## src/hw/rtl/dithered_sigma_delta_modulator_defines.svh

```systemverilog
// Assertion macros shared by the modulator RTL.
`ifndef DITHERED_SIGMA_DELTA_MODULATOR_DEFINES_SVH
`define DITHERED_SIGMA_DELTA_MODULATOR_DEFINES_SVH

// Same-cycle implication, checked on the rising clock edge outside reset.
`define SDM_ASSERT_NOW(lbl, ante, cons, msg) \
  lbl: assert property (@(posedge clk_i) disable iff (!rst_ni) (ante) |-> (cons)) \
    else $error(msg);

// Next-cycle implication, checked on the rising clock edge outside reset.
`define SDM_ASSERT_NEXT(lbl, ante, cons, msg) \
  lbl: assert property (@(posedge clk_i) disable iff (!rst_ni) (ante) |=> (cons)) \
    else $error(msg);

`endif

```

## src/hw/rtl/sdm_pkg.sv

```systemverilog
// Types and constants shared by the modulator RTL.
package sdm_pkg;

  // Sequencer states.
  typedef enum logic [3:0] {
    S_IDLE,
    S_MUL1,
    S_CHK,
    S_DIV1,
    S_SAT,
    S_MUL2,
    S_ESTART,
    S_DIV2,
    S_UPD,
    S_OUT
  } sdm_state_e;

  // Configuration register indexes.
  typedef enum logic [1:0] {
    CFG_COUNTER_CLOCK = 2'd0,
    CFG_SAMPLE_RATE   = 2'd1,
    CFG_LOOP_ORDER    = 2'd2,
    CFG_DITHER_ENABLE = 2'd3
  } cfg_idx_e;

  // Loop order code without feedback.
  localparam logic [1:0] ORDER_NONE = 2'd0;

  // Register reset values.
  localparam logic [23:0] CF_RESET     = 24'd1193182;
  localparam logic [17:0] SR_RESET     = 18'd8000;
  localparam logic [1:0]  ORDER_RESET  = 2'd1;
  localparam logic        DITHER_RESET = 1'b1;

  // Noise generator: x^20 + x^3 + 1 in Galois form.
  localparam int unsigned LFSR_W     = 20;
  localparam logic [LFSR_W-1:0] LFSR_TAPS  = 20'h00009;
  localparam logic [LFSR_W-1:0] LFSR_RESET = 20'h00001;

  // Shared divider geometry.
  localparam int unsigned DIV_RW = 26;
  localparam int unsigned DIV_QW = 43;
  localparam int unsigned DIV_CW = 6;
  localparam logic [DIV_CW-1:0] DIV1_STEPS = 6'd17;
  localparam logic [DIV_CW-1:0] DIV2_STEPS = 6'd43;

  // Quotient magnitude limits (18 bits so that overflow is visible).
  localparam logic [17:0] QPOS_MAX = 18'd65535;
  localparam logic [17:0] QNEG_MAX = 18'd65536;
  localparam logic [17:0] Q_OVF    = 18'h20000;

  // Start request toward the divider.
  typedef struct packed {
    logic              start;
    logic [DIV_CW-1:0] steps;
  } div_req_t;

endpackage

```

## src/hw/rtl/sdm_if.sv

```systemverilog
// Handshake channels for input samples and output reload counts.
interface sdm_smp_if;
  logic       valid;
  logic       ready;
  logic [7:0] sample;

  modport source (output valid, output sample, input ready);
  modport sink (input valid, input sample, output ready);
endinterface

interface sdm_res_if;
  logic               valid;
  logic               ready;
  logic signed [16:0] reload_count;

  modport source (output valid, output reload_count, input ready);
  modport sink (input valid, input reload_count, output ready);
endinterface

```

## src/hw/rtl/sdm_div.sv

```systemverilog
// Iterative restoring divider, one quotient bit per cycle.
module sdm_div
  import sdm_pkg::*;
(
  input  logic              clk_i,
  input  logic              rst_ni,
  input  div_req_t          req_i,
  input  logic [DIV_RW-1:0] divisor_i,
  input  logic [DIV_RW-1:0] rem_init_i,
  input  logic [DIV_QW-1:0] dividend_i,
  output logic              busy_o,
  output logic [DIV_QW-1:0] quotient_o
);

  logic              busy_q, busy_d;
  logic [DIV_CW-1:0] cnt_q, cnt_d;
  logic [DIV_RW-1:0] rem_q, rem_d;
  logic [DIV_RW-1:0] dvs_q;
  logic [DIV_QW-1:0] shq_q, shq_d;
  logic [DIV_RW:0]   trial;
  logic [DIV_RW:0]   diff;
  logic              ge;

  // One restoring step: shift in the next dividend bit and try a subtract.
  assign trial = {rem_q, shq_q[DIV_QW-1]};
  assign diff  = trial - {1'b0, dvs_q};
  assign ge    = (trial >= {1'b0, dvs_q});

  always_comb begin
    busy_d = busy_q;
    cnt_d  = cnt_q;
    rem_d  = rem_q;
    shq_d  = shq_q;
    if (req_i.start) begin
      busy_d = 1'b1;
      cnt_d  = req_i.steps;
      rem_d  = rem_init_i;
      shq_d  = dividend_i;
    end else if (busy_q) begin
      rem_d  = ge ? diff[DIV_RW-1:0] : trial[DIV_RW-1:0];
      shq_d  = {shq_q[DIV_QW-2:0], ge};
      cnt_d  = cnt_q - 1'b1;
      busy_d = (cnt_q != {{(DIV_CW-1){1'b0}}, 1'b1});
    end
  end

  // Control state.
  always_ff @(posedge clk_i or negedge rst_ni) begin
    if (!rst_ni) begin
      busy_q <= 1'b0;
      cnt_q  <= '0;
    end else begin
      busy_q <= busy_d;
      cnt_q  <= cnt_d;
    end
  end

  // Operands and partial results.
  always_ff @(posedge clk_i) begin
    rem_q <= rem_d;
    shq_q <= shq_d;
    if (req_i.start) begin
      dvs_q <= divisor_i;
    end
  end

  assign busy_o     = busy_q;
  assign quotient_o = shq_q;

endmodule

```

## src/hw/rtl/dithered_sigma_delta_modulator.sv

```systemverilog
// Top level of the dithered sigma-delta modulator.
//
// Usage: samples arrive on smp_i (valid/ready), one unsigned 8-bit sample per
// item. Each item yields exactly one signed 17-bit reload count on res_o
// (valid/ready), in order. Configuration is written through cfg_we_i,
// cfg_idx_i and cfg_wdata_i while the block is idle; a write takes effect at
// the clock edge where cfg_we_i is high.
// Sequence: an accepted item is multiplied, range-checked and divided by the
// shared restoring divider for a 17-bit quotient, which is saturated; the
// saturated value is multiplied again and divided for the fed-back error
// with 43 quotient bits. The integrators are then updated and the result is
// loaded into the output register. The error division is skipped when the
// counter clock is zero, and the quotient division when the product is zero
// or the quotient saturates.
// Intake: smp_i.ready is high only in the idle state, so a new item is
// accepted only after the previous one is loaded into the output register.
// Reset: configuration registers return to their default values, the noise
// register to one, both integrators to zero, and no result is pending.
// Stall: a result waits in the output register; the next item is accepted and
// processed meanwhile, and holds in its last step until the register frees.
`include "dithered_sigma_delta_modulator_defines.svh"

module dithered_sigma_delta_modulator
  import sdm_pkg::*;
(
  input  logic        clk_i,
  input  logic        rst_ni,
  sdm_smp_if.sink     smp_i,
  sdm_res_if.source   res_o,
  input  logic        cfg_we_i,
  input  logic [1:0]  cfg_idx_i,
  input  logic [23:0] cfg_wdata_i
);

  sdm_state_e state_q, state_d;

  // Configuration registers.
  logic [23:0] cf_q;
  logic [17:0] sr_q;
  logic [1:0]  order_q;
  logic        dith_q;

  // Loop state.
  logic [LFSR_W-1:0] lfsr_q;
  logic [31:0]       int1_q;
  logic [31:0]       int2_q;

  // Per-item working registers.
  logic [7:0]         x_q;
  logic               neg_q;
  logic [31:0]        mag_q;
  logic [55:0]        prod_q;
  logic [17:0]        q_q;
  logic [16:0]        ymag_q;
  logic signed [16:0] y_q;
  logic [31:0]        emag_q;
  logic signed [16:0] out_q;
  logic               out_vld_q;

  // Sequencer outputs.
  logic     accept;
  logic     out_load;
  div_req_t div_req;

  // Divider connections.
  logic [DIV_RW-1:0] div_dvs;
  logic [DIV_RW-1:0] div_rem;
  logic [DIV_QW-1:0] div_dvd;
  logic              div_busy;
  logic [DIV_QW-1:0] div_quo;

  // Intake arithmetic: effective accumulator, noise step and dither.
  logic [31:0]       acc_eff;
  logic              lfsr_bit;
  logic [LFSR_W-1:0] lfsr_nxt;
  logic [32:0]       a_val;
  logic [32:0]       a_abs;

  assign acc_eff  = (order_q == ORDER_NONE) ? {24'd0, smp_i.sample} : int1_q;
  assign lfsr_bit = lfsr_q[LFSR_W-1];
  assign lfsr_nxt = {lfsr_q[LFSR_W-2:0], 1'b0} ^ (lfsr_bit ? LFSR_TAPS : '0);
  assign a_val    = {acc_eff[31], acc_eff} + {32'd0, dith_q & lfsr_bit};
  assign a_abs    = a_val[32] ? (~a_val + 33'd1) : a_val;

  // Shared multiplier: numerator first, then the error numerator.
  logic [31:0] mul_a;
  logic [23:0] mul_b;
  logic [55:0] prod_d;

  assign mul_a  = (state_q == S_MUL1) ? mag_q : {15'd0, ymag_q};
  assign mul_b  = (state_q == S_MUL1) ? cf_q : {6'd0, sr_q};
  assign prod_d = mul_a * mul_b;

  // Range check ahead of the quotient division.
  logic [25:0] den;
  logic [38:0] num_hi;
  logic        prod_zero;
  logic        q_ovf;

  assign den       = {sr_q, 8'd0};
  assign num_hi    = prod_q[55:17];
  assign prod_zero = (prod_q == '0);
  assign q_ovf     = (num_hi >= {13'd0, den});

  // Saturation of the quotient magnitude.
  logic [17:0] sat_mag;
  logic [16:0] y_mag;

  always_comb begin
    if (neg_q) begin
      sat_mag = (q_q > QNEG_MAX) ? QNEG_MAX : q_q;
    end else begin
      sat_mag = (q_q > QPOS_MAX) ? QPOS_MAX : q_q;
    end
  end
  assign y_mag = sat_mag[16:0];

  // Integrator update with the signed error.
  logic [31:0] e32;
  logic [31:0] int2_nxt;

  assign e32      = neg_q ? (~emag_q + 32'd1) : emag_q;
  assign int2_nxt = int2_q + {24'd0, x_q} - e32;

  // Divider operand selection.
  always_comb begin
    if (state_q == S_CHK) begin
      div_dvs = den;
      div_rem = num_hi[25:0];
      div_dvd = {prod_q[16:0], 26'd0};
    end else begin
      div_dvs = {2'd0, cf_q};
      div_rem = '0;
      div_dvd = {prod_q[34:0], 8'd0};
    end
  end

  sdm_div u_div (
    .clk_i      (clk_i),
    .rst_ni     (rst_ni),
    .req_i      (div_req),
    .divisor_i  (div_dvs),
    .rem_init_i (div_rem),
    .dividend_i (div_dvd),
    .busy_o     (div_busy),
    .quotient_o (div_quo)
  );

  // Next-state logic.
  always_comb begin
    state_d = state_q;
    case (state_q)
      S_IDLE: begin
        if (smp_i.valid) begin
          state_d = S_MUL1;
        end
      end
      S_MUL1: state_d = S_CHK;
      S_CHK: begin
        state_d = (prod_zero || q_ovf) ? S_SAT : S_DIV1;
      end
      S_DIV1: begin
        if (!div_busy) begin
          state_d = S_SAT;
        end
      end
      S_SAT: begin
        state_d = (cf_q == '0) ? S_UPD : S_MUL2;
      end
      S_MUL2:   state_d = S_ESTART;
      S_ESTART: state_d = S_DIV2;
      S_DIV2: begin
        if (!div_busy) begin
          state_d = S_UPD;
        end
      end
      S_UPD: state_d = S_OUT;
      S_OUT: begin
        if (!out_vld_q || res_o.ready) begin
          state_d = S_IDLE;
        end
      end
      default: state_d = S_IDLE;
    endcase
  end

  // Sequencer outputs.
  always_comb begin
    smp_i.ready   = 1'b0;
    out_load      = 1'b0;
    div_req.start = 1'b0;
    div_req.steps = DIV1_STEPS;
    case (state_q)
      S_IDLE: smp_i.ready = 1'b1;
      S_CHK: begin
        div_req.start = !(prod_zero || q_ovf);
      end
      S_ESTART: begin
        div_req.start = 1'b1;
        div_req.steps = DIV2_STEPS;
      end
      S_OUT: out_load = !out_vld_q || res_o.ready;
      default: ;
    endcase
  end

  assign accept = smp_i.valid && smp_i.ready;

  // State, configuration, loop state and output handshake.
  always_ff @(posedge clk_i or negedge rst_ni) begin
    if (!rst_ni) begin
      state_q   <= S_IDLE;
      cf_q      <= CF_RESET;
      sr_q      <= SR_RESET;
      order_q   <= ORDER_RESET;
      dith_q    <= DITHER_RESET;
      lfsr_q    <= LFSR_RESET;
      int1_q    <= '0;
      int2_q    <= '0;
      out_vld_q <= 1'b0;
    end else begin
      state_q <= state_d;
      if (cfg_we_i) begin
        case (cfg_idx_e'(cfg_idx_i))
          CFG_COUNTER_CLOCK: cf_q    <= cfg_wdata_i;
          CFG_SAMPLE_RATE:   sr_q    <= cfg_wdata_i[17:0];
          CFG_LOOP_ORDER:    order_q <= cfg_wdata_i[1:0];
          CFG_DITHER_ENABLE: dith_q  <= cfg_wdata_i[0];
          default: ;
        endcase
      end
      if (accept) begin
        lfsr_q <= lfsr_nxt;
        if (order_q == ORDER_NONE) begin
          int1_q <= {24'd0, smp_i.sample};
        end
      end else if (state_q == S_UPD) begin
        if (order_q[1]) begin
          int2_q <= int2_nxt;
          int1_q <= int1_q + int2_nxt - e32;
        end else begin
          int1_q <= int1_q + {24'd0, x_q} - e32;
        end
      end
      if (out_load) begin
        out_vld_q <= 1'b1;
      end else if (res_o.ready) begin
        out_vld_q <= 1'b0;
      end
    end
  end

  // Working registers.
  always_ff @(posedge clk_i) begin
    if (accept) begin
      x_q   <= smp_i.sample;
      neg_q <= a_val[32];
      mag_q <= a_abs[31:0];
    end
    if (state_q == S_MUL1 || state_q == S_MUL2) begin
      prod_q <= prod_d;
    end
    if (state_q == S_CHK) begin
      q_q <= prod_zero ? 18'd0 : Q_OVF;
    end else if (state_q == S_DIV1 && !div_busy) begin
      q_q <= {1'b0, div_quo[16:0]};
    end
    if (state_q == S_SAT) begin
      ymag_q <= y_mag;
      y_q    <= neg_q ? $signed(~y_mag + 17'd1) : $signed(y_mag);
      emag_q <= '0;
    end else if (state_q == S_DIV2 && !div_busy) begin
      emag_q <= div_quo[31:0];
    end
    if (out_load) begin
      out_q <= y_q;
    end
  end

  assign res_o.valid        = out_vld_q;
  assign res_o.reload_count = out_q;

  // Checks on the sequencer and the noise register.
  `SDM_ASSERT_NEXT(a_busy_after_accept, accept, !smp_i.ready, "accepted an item back to back")
  `SDM_ASSERT_NOW(a_div_idle, state_q == S_IDLE, !div_busy, "divider busy while idle")
  `SDM_ASSERT_NOW(a_lfsr_live, 1'b1, lfsr_q != '0, "noise register stuck at zero")

endmodule

```

## src/flat_wrapper.sv

```systemverilog
// flat-port wrapper written by rule: the top's interface ports become plain ports
module dithered_sigma_delta_modulator_flat import sdm_pkg::*;
  (clk_i, rst_ni, cfg_we_i, cfg_idx_i, cfg_wdata_i, smp_i_valid, smp_i_sample, smp_i_ready, res_o_valid, res_o_reload_count, res_o_ready);
  sdm_smp_if smp_i_i ();
  sdm_res_if res_o_i ();
  input  logic clk_i;
  input  logic rst_ni;
  input  logic cfg_we_i;
  input  logic [1:0] cfg_idx_i;
  input  logic [23:0] cfg_wdata_i;
  input wire logic [$bits(smp_i_i.valid)-1:0] smp_i_valid;
  input wire logic [$bits(smp_i_i.sample)-1:0] smp_i_sample;
  output wire logic [$bits(smp_i_i.ready)-1:0] smp_i_ready;
  output wire logic [$bits(res_o_i.valid)-1:0] res_o_valid;
  output wire logic [$bits(res_o_i.reload_count)-1:0] res_o_reload_count;
  input wire logic [$bits(res_o_i.ready)-1:0] res_o_ready;
  assign smp_i_i.valid = smp_i_valid;
  assign smp_i_i.sample = smp_i_sample;
  assign smp_i_ready = smp_i_i.ready;
  assign res_o_valid = res_o_i.valid;
  assign res_o_reload_count = res_o_i.reload_count;
  assign res_o_i.ready = res_o_ready;
  dithered_sigma_delta_modulator u_core (.clk_i(clk_i), .rst_ni(rst_ni), .smp_i(smp_i_i), .res_o(res_o_i), .cfg_we_i(cfg_we_i), .cfg_idx_i(cfg_idx_i), .cfg_wdata_i(cfg_wdata_i));
endmodule
```

## config.mk

```make
export PLATFORM = sky130hd
export DESIGN_NAME = dithered_sigma_delta_modulator_flat
export DESIGN_NICKNAME = d
export VERILOG_FILES = /design/src/hw/rtl/sdm_pkg.sv /design/src/hw/rtl/sdm_if.sv /design/src/hw/rtl/sdm_div.sv /design/src/hw/rtl/dithered_sigma_delta_modulator.sv /design/src/flat_wrapper.sv
export VERILOG_INCLUDE_DIRS = /design/src /design/src/hw/rtl
export SDC_FILE = /design/constraint.sdc
export NUM_CORES = 2
export LEC_CHECK = 0
export BUFFER_PORTS_ARGS = -buffer_cell sky130_fd_sc_hd__buf_2
export CAP_MARGIN = 20
export CORE_ASPECT_RATIO = 0.9
export CORE_MARGIN = 2
export CORE_UTILIZATION = 30
export DETAILED_ROUTE_END_ITERATION = 7
export PLACE_DENSITY = 0.42
export RECOVER_POWER = 50
export SLEW_MARGIN = 25
export SYNTH_ARGS = -nofsm -noshare
export SYNTH_HDL_FRONTEND = slang
export SYNTH_HIERARCHICAL = 1
export SYNTH_SLANG_ARGS = --single-unit
```

## constraint.sdc

```tcl
create_clock -name clk_i -period 16.3 [get_ports clk_i]
set_input_delay 1.63 -clock clk_i [delete_from_list [all_inputs] [get_ports clk_i]]
set_output_delay 1.63 -clock clk_i [all_outputs]
set_load 0.02 [all_outputs]
```

==> metrics.txt <==
met1 WL approximately 87,000 um; clk_skew between 0.06 and 0.07 ns; Yosys reg bits 433; total CTS buffers 56; vias in the first global route 41.9k; DR WL/cell ~23 um; ys async rst share 0.326; reg2reg start u_core/state_q[2]$_DFFE_PN0P_; FF-to-FF End u_core/prod_q[54]$_DFFE_PP_; Worst EP required 16.71 ns; Final setup viols 0; total setup buffers inserted after CTS 0; reg2reg setup slack 5.42 ns; Routed WL around 180,000 um; # clock sinks approximately 430; Worst Min Path Start u_core/y_q[6]$_DFFE_PP_; placeable core area 175,000 um2; sequential share of the synthesized area 0.227; CTS tree yes; Pre-Repair DR Iteration Count 5; Synth Area per Inst between 9 and 10 um2; Rel. slew slack -2.32; violated checks max-capacitance violations, max-slew violations; die area 179,000 um2; Core Rows between 100 and 150; synth unique cells 96; number of synthesized flops with an enable pin 260; final core utilization 0.330; Via density 5.02; Top Metal Used met5; status finished with violations; H-Tree Depth 2; Die H about 400 um; MaxCap Viol Count 12; Worst Tran Pin Value approximately 5 ns; largest net degree at the start of global routing 82; grt ovf 0; achievable clock frequency about 0.092 GHz; critical path launch point type register; # nets final 6,791; Final Max Tran Viols 570; num ports 58; post-cts resize count 0; Starting Density 0.301; via count 40.3k; CTS Hold Bufs 0; worst min path class reg -> reg; clk slew on worst S/H paths approximately 0.070 ns; Worst Hold Depth 0; DRT antenna net count 0; Crit Path Max Fanout 55; root buffer cell clkbuf_16; Mapped Area 52,800 um2; period utilization 0.668; GRT Total Usage 0.205; RSZ-0062 raised after global routing false; r2r worst-path depth 27; critical path arrival 11.29 ns; Cells after Synth ~5.7k; metal3 WL roughly 9000 um; drt initial violations 2,609; Hold EP u_core/res_o.reload_count[6]$_DFFE_PP_; Synth Flop Type edfxtp_1; critical path class reg -> reg; layout cell share with drive strength beyond 1 0.0663; first-pass GRT wire length 276,000 um; area grow syn2layout 9.46%; DRC 0; minimum clock period around 11 ns; RePlAce Congestion around 0.9; Final Hold Fails 0; met2 wire len between 80,000 and 90,000 um; Clock Latency Late Sink approximately 0.7 ns; Die W around 450 um; Syn. warnings 6; Buffers on Ports 57; Critical Path End Type register; DP Wirelength 145,000 um; initial antenna violation count 24; Clock Tree Buf Depth 3; setup_tns 0 ns
## cells in the mapped netlist (all sizes together), types with 8 or more instances
| cell | count | area share |
|---|---|---|
| nand4 | 32 | 0.0038 |
| buf | 23 | 0.0022 |
| a211o | 10 | 0.0017 |
| a31oi | 30 | 0.0036 |
| mux2i | 29 | 0.0055 |
| a21o | 98 | 0.014 |
| nand2 | 847 | 0.060 |
| or3 | 14 | 0.0018 |
| a211oi | 36 | 0.0051 |
| nand3 | 63 | 0.0060 |
| inv | 861 | 0.061 |
| nor4 | 31 | 0.0040 |
| xnor2 | 146 | 0.024 |
| a2111oi | 9 | 0.0018 |
| nor2b | 25 | 0.0030 |
| nor3b | 26 | 0.0039 |
| o21bai | 20 | 0.0028 |
| o211ai | 24 | 0.0035 |
| a221o | 23 | 0.0044 |
| and3 | 132 | 0.016 |
| mux2 | 103 | 0.022 |
| dfstp | 20 | 0.0099 |
| ha | 374 | 0.089 |
| nor3 | 65 | 0.0063 |
| dfxtp | 32 | 0.012 |
| a21oi | 239 | 0.023 |
| fa | 706 | 0.27 |
| or2 | 14 | 0.0017 |
| o31ai | 23 | 0.0033 |
| nand2b | 43 | 0.0052 |
| o21ai | 186 | 0.018 |
| o41ai | 8 | 0.0016 |
| o22ai | 9 | 0.0011 |
| dfrtp | 121 | 0.057 |
| xor2 | 104 | 0.017 |
| o21a | 31 | 0.0044 |
| clkbuf | 222 | 0.016 |
| nor2 | 336 | 0.024 |
| a22oi | 13 | 0.0018 |
| and2 | 230 | 0.027 |
| edfxtp | 260 | 0.15 |
## kinds of logic after synthesis
family                     synth area share
and+or+nand+nor                       0.167
buffers and inverters                0.0793
adders and majority gates             0.356
AOI/OAI and AO/OA                     0.101
DFF                                   0.227
xor gates and xnor gates             0.0415
muxes                                0.0275
other                              0.000142
## worst max path at each step
| stage | start | to | slack [ns] | cells past startpoint |
|---|---|---|---|---|
| final | u_core/state_q[2]$_DFFE_PN0P_ | u_core/prod_q[54]$_DFFE_PP_ | 5.42 | 27 |
| after CTS | u_core/state_q[0]$_DFFE_PN0P_ | u_core/prod_q[54]$_DFFE_PP_ | 6.34 | 28 |
| after global placement | u_core/state_q[0]$_DFFE_PN0P_ | u_core/prod_q[54]$_DFFE_PP_ | 6.54 | 28 |
| after global routing | u_core/state_q[2]$_DFFE_PN0P_ | u_core/prod_q[54]$_DFFE_PP_ | 4.72 | 27 |
| after detailed placement | u_core/state_q[0]$_DFFE_PN0P_ | u_core/prod_q[54]$_DFFE_PP_ | 6.41 | 28 |
| after floorplan | u_core/state_q[1]$_DFFE_PN0P_ | u_core/prod_q[54]$_DFFE_PP_ | 7.78 | 32 |
## stage by stage
step                      instance area (um2)  worst slack [ns]  instances  hold WS, ns
after global placement                  55700              6.54       7908        0.406
after floorplan                         52800              7.78       5724        0.400
final                                   57800              5.42       8018        0.419
after CTS                               57900              6.34       8011        0.420
after global routing                    57800              4.72       8012        0.426
after detailed placement                55800              6.41       7908        0.405
## sequential cells by signal, indices dropped and copies added, names as in the netlist
register                   flops
u_core/prod_q                 56
u_core/u_div/quotient_o       43
u_core/emag_q                 32
u_core/int1_q                 32
u_core/int2_q                 32
u_core/mag_q                  32
u_core/u_div/dvs_q            26
u_core/u_div/rem_q            26
u_core/cf_q                   24
u_core/lfsr_q                 20
u_core/q_q                    18
u_core/sr_q                   18
u_core/res_o.reload_count     17
u_core/ymag_q                 17
u_core/y_q                    16
u_core/x_q                     8
u_core/u_div/cnt_q             6
u_core/state_q                 4
u_core/order_q                 2
u_core/dith_q                  1
u_core/neg_q                   1
u_core/res_o.valid             1
u_core/u_div/busy_o            1
## layout by cell type (no fill, tap or decap), types with 28 or more instances in the layout
cell type and n:
nand3_1 63, a21oi_1 236, inv_1 861, edfxtp_1 260, a21o_1 98, a31oi_1 30, nand2b_1 42, clkbuf_16 58
clkbuf_1 46, o21ai_0 176, a211oi_1 36, mux2_2 99, buf_2 31, dfxtp_1 32, ha_1 374, and3_1 129
fa_1 706, nor2_1 333, nand2_1 845, nor4_1 28, xnor2_1 146, buf_4 63, and2_1 219, nand4_1 32
xor2_1 104, dfrtp_1 121, o21a_1 31, nor3_1 62
## worst max-delay path: stages, from the launching register on
cell and delay [ns]:
dfrtp_1 0.55, nor2_4 0.16, clkbuf_1 1.74, and3_1 0.87
a21o_1 0.64, nand2_1 0.15, fa_1 0.51, inv_1 0.05
fa_1 0.49, inv_1 0.05, fa_1 0.53, inv_1 0.05
fa_1 0.53, fa_1 0.46, fa_1 0.49, inv_1 0.05
fa_1 0.47, inv_1 0.04, ha_1 0.36, nor2b_1 0.17
o31ai_1 0.25, a2bb2oi_1 0.24, a21o_1 0.30, nand3_1 0.16
a221oi_1 0.66, o21ba_2 0.29, o21ai_1 0.07, xor2_1 0.14
## routing by layer
layer / up-vias / GRT usage
li1: 18532 / -
met1: 20586 / 0.298
met2: 972 / 0.326
met3: 172 / 0.0229
met4: 2 / 0.0488
met5: - / 0
## final cells by class
class	count	area [um2]
antenna	7	17.5
tap	2294	2870
multi-input combinational	4183	36800
timing repair buffer	135	782
clock inverter	36	612
sequential	433	12000
fill	18369	118000
inverter	863	3240
clock buffer	67	1530
Power is not shown: default switching activity piles up to over one toggle a cycle in this logic, so the estimate is an artifact.
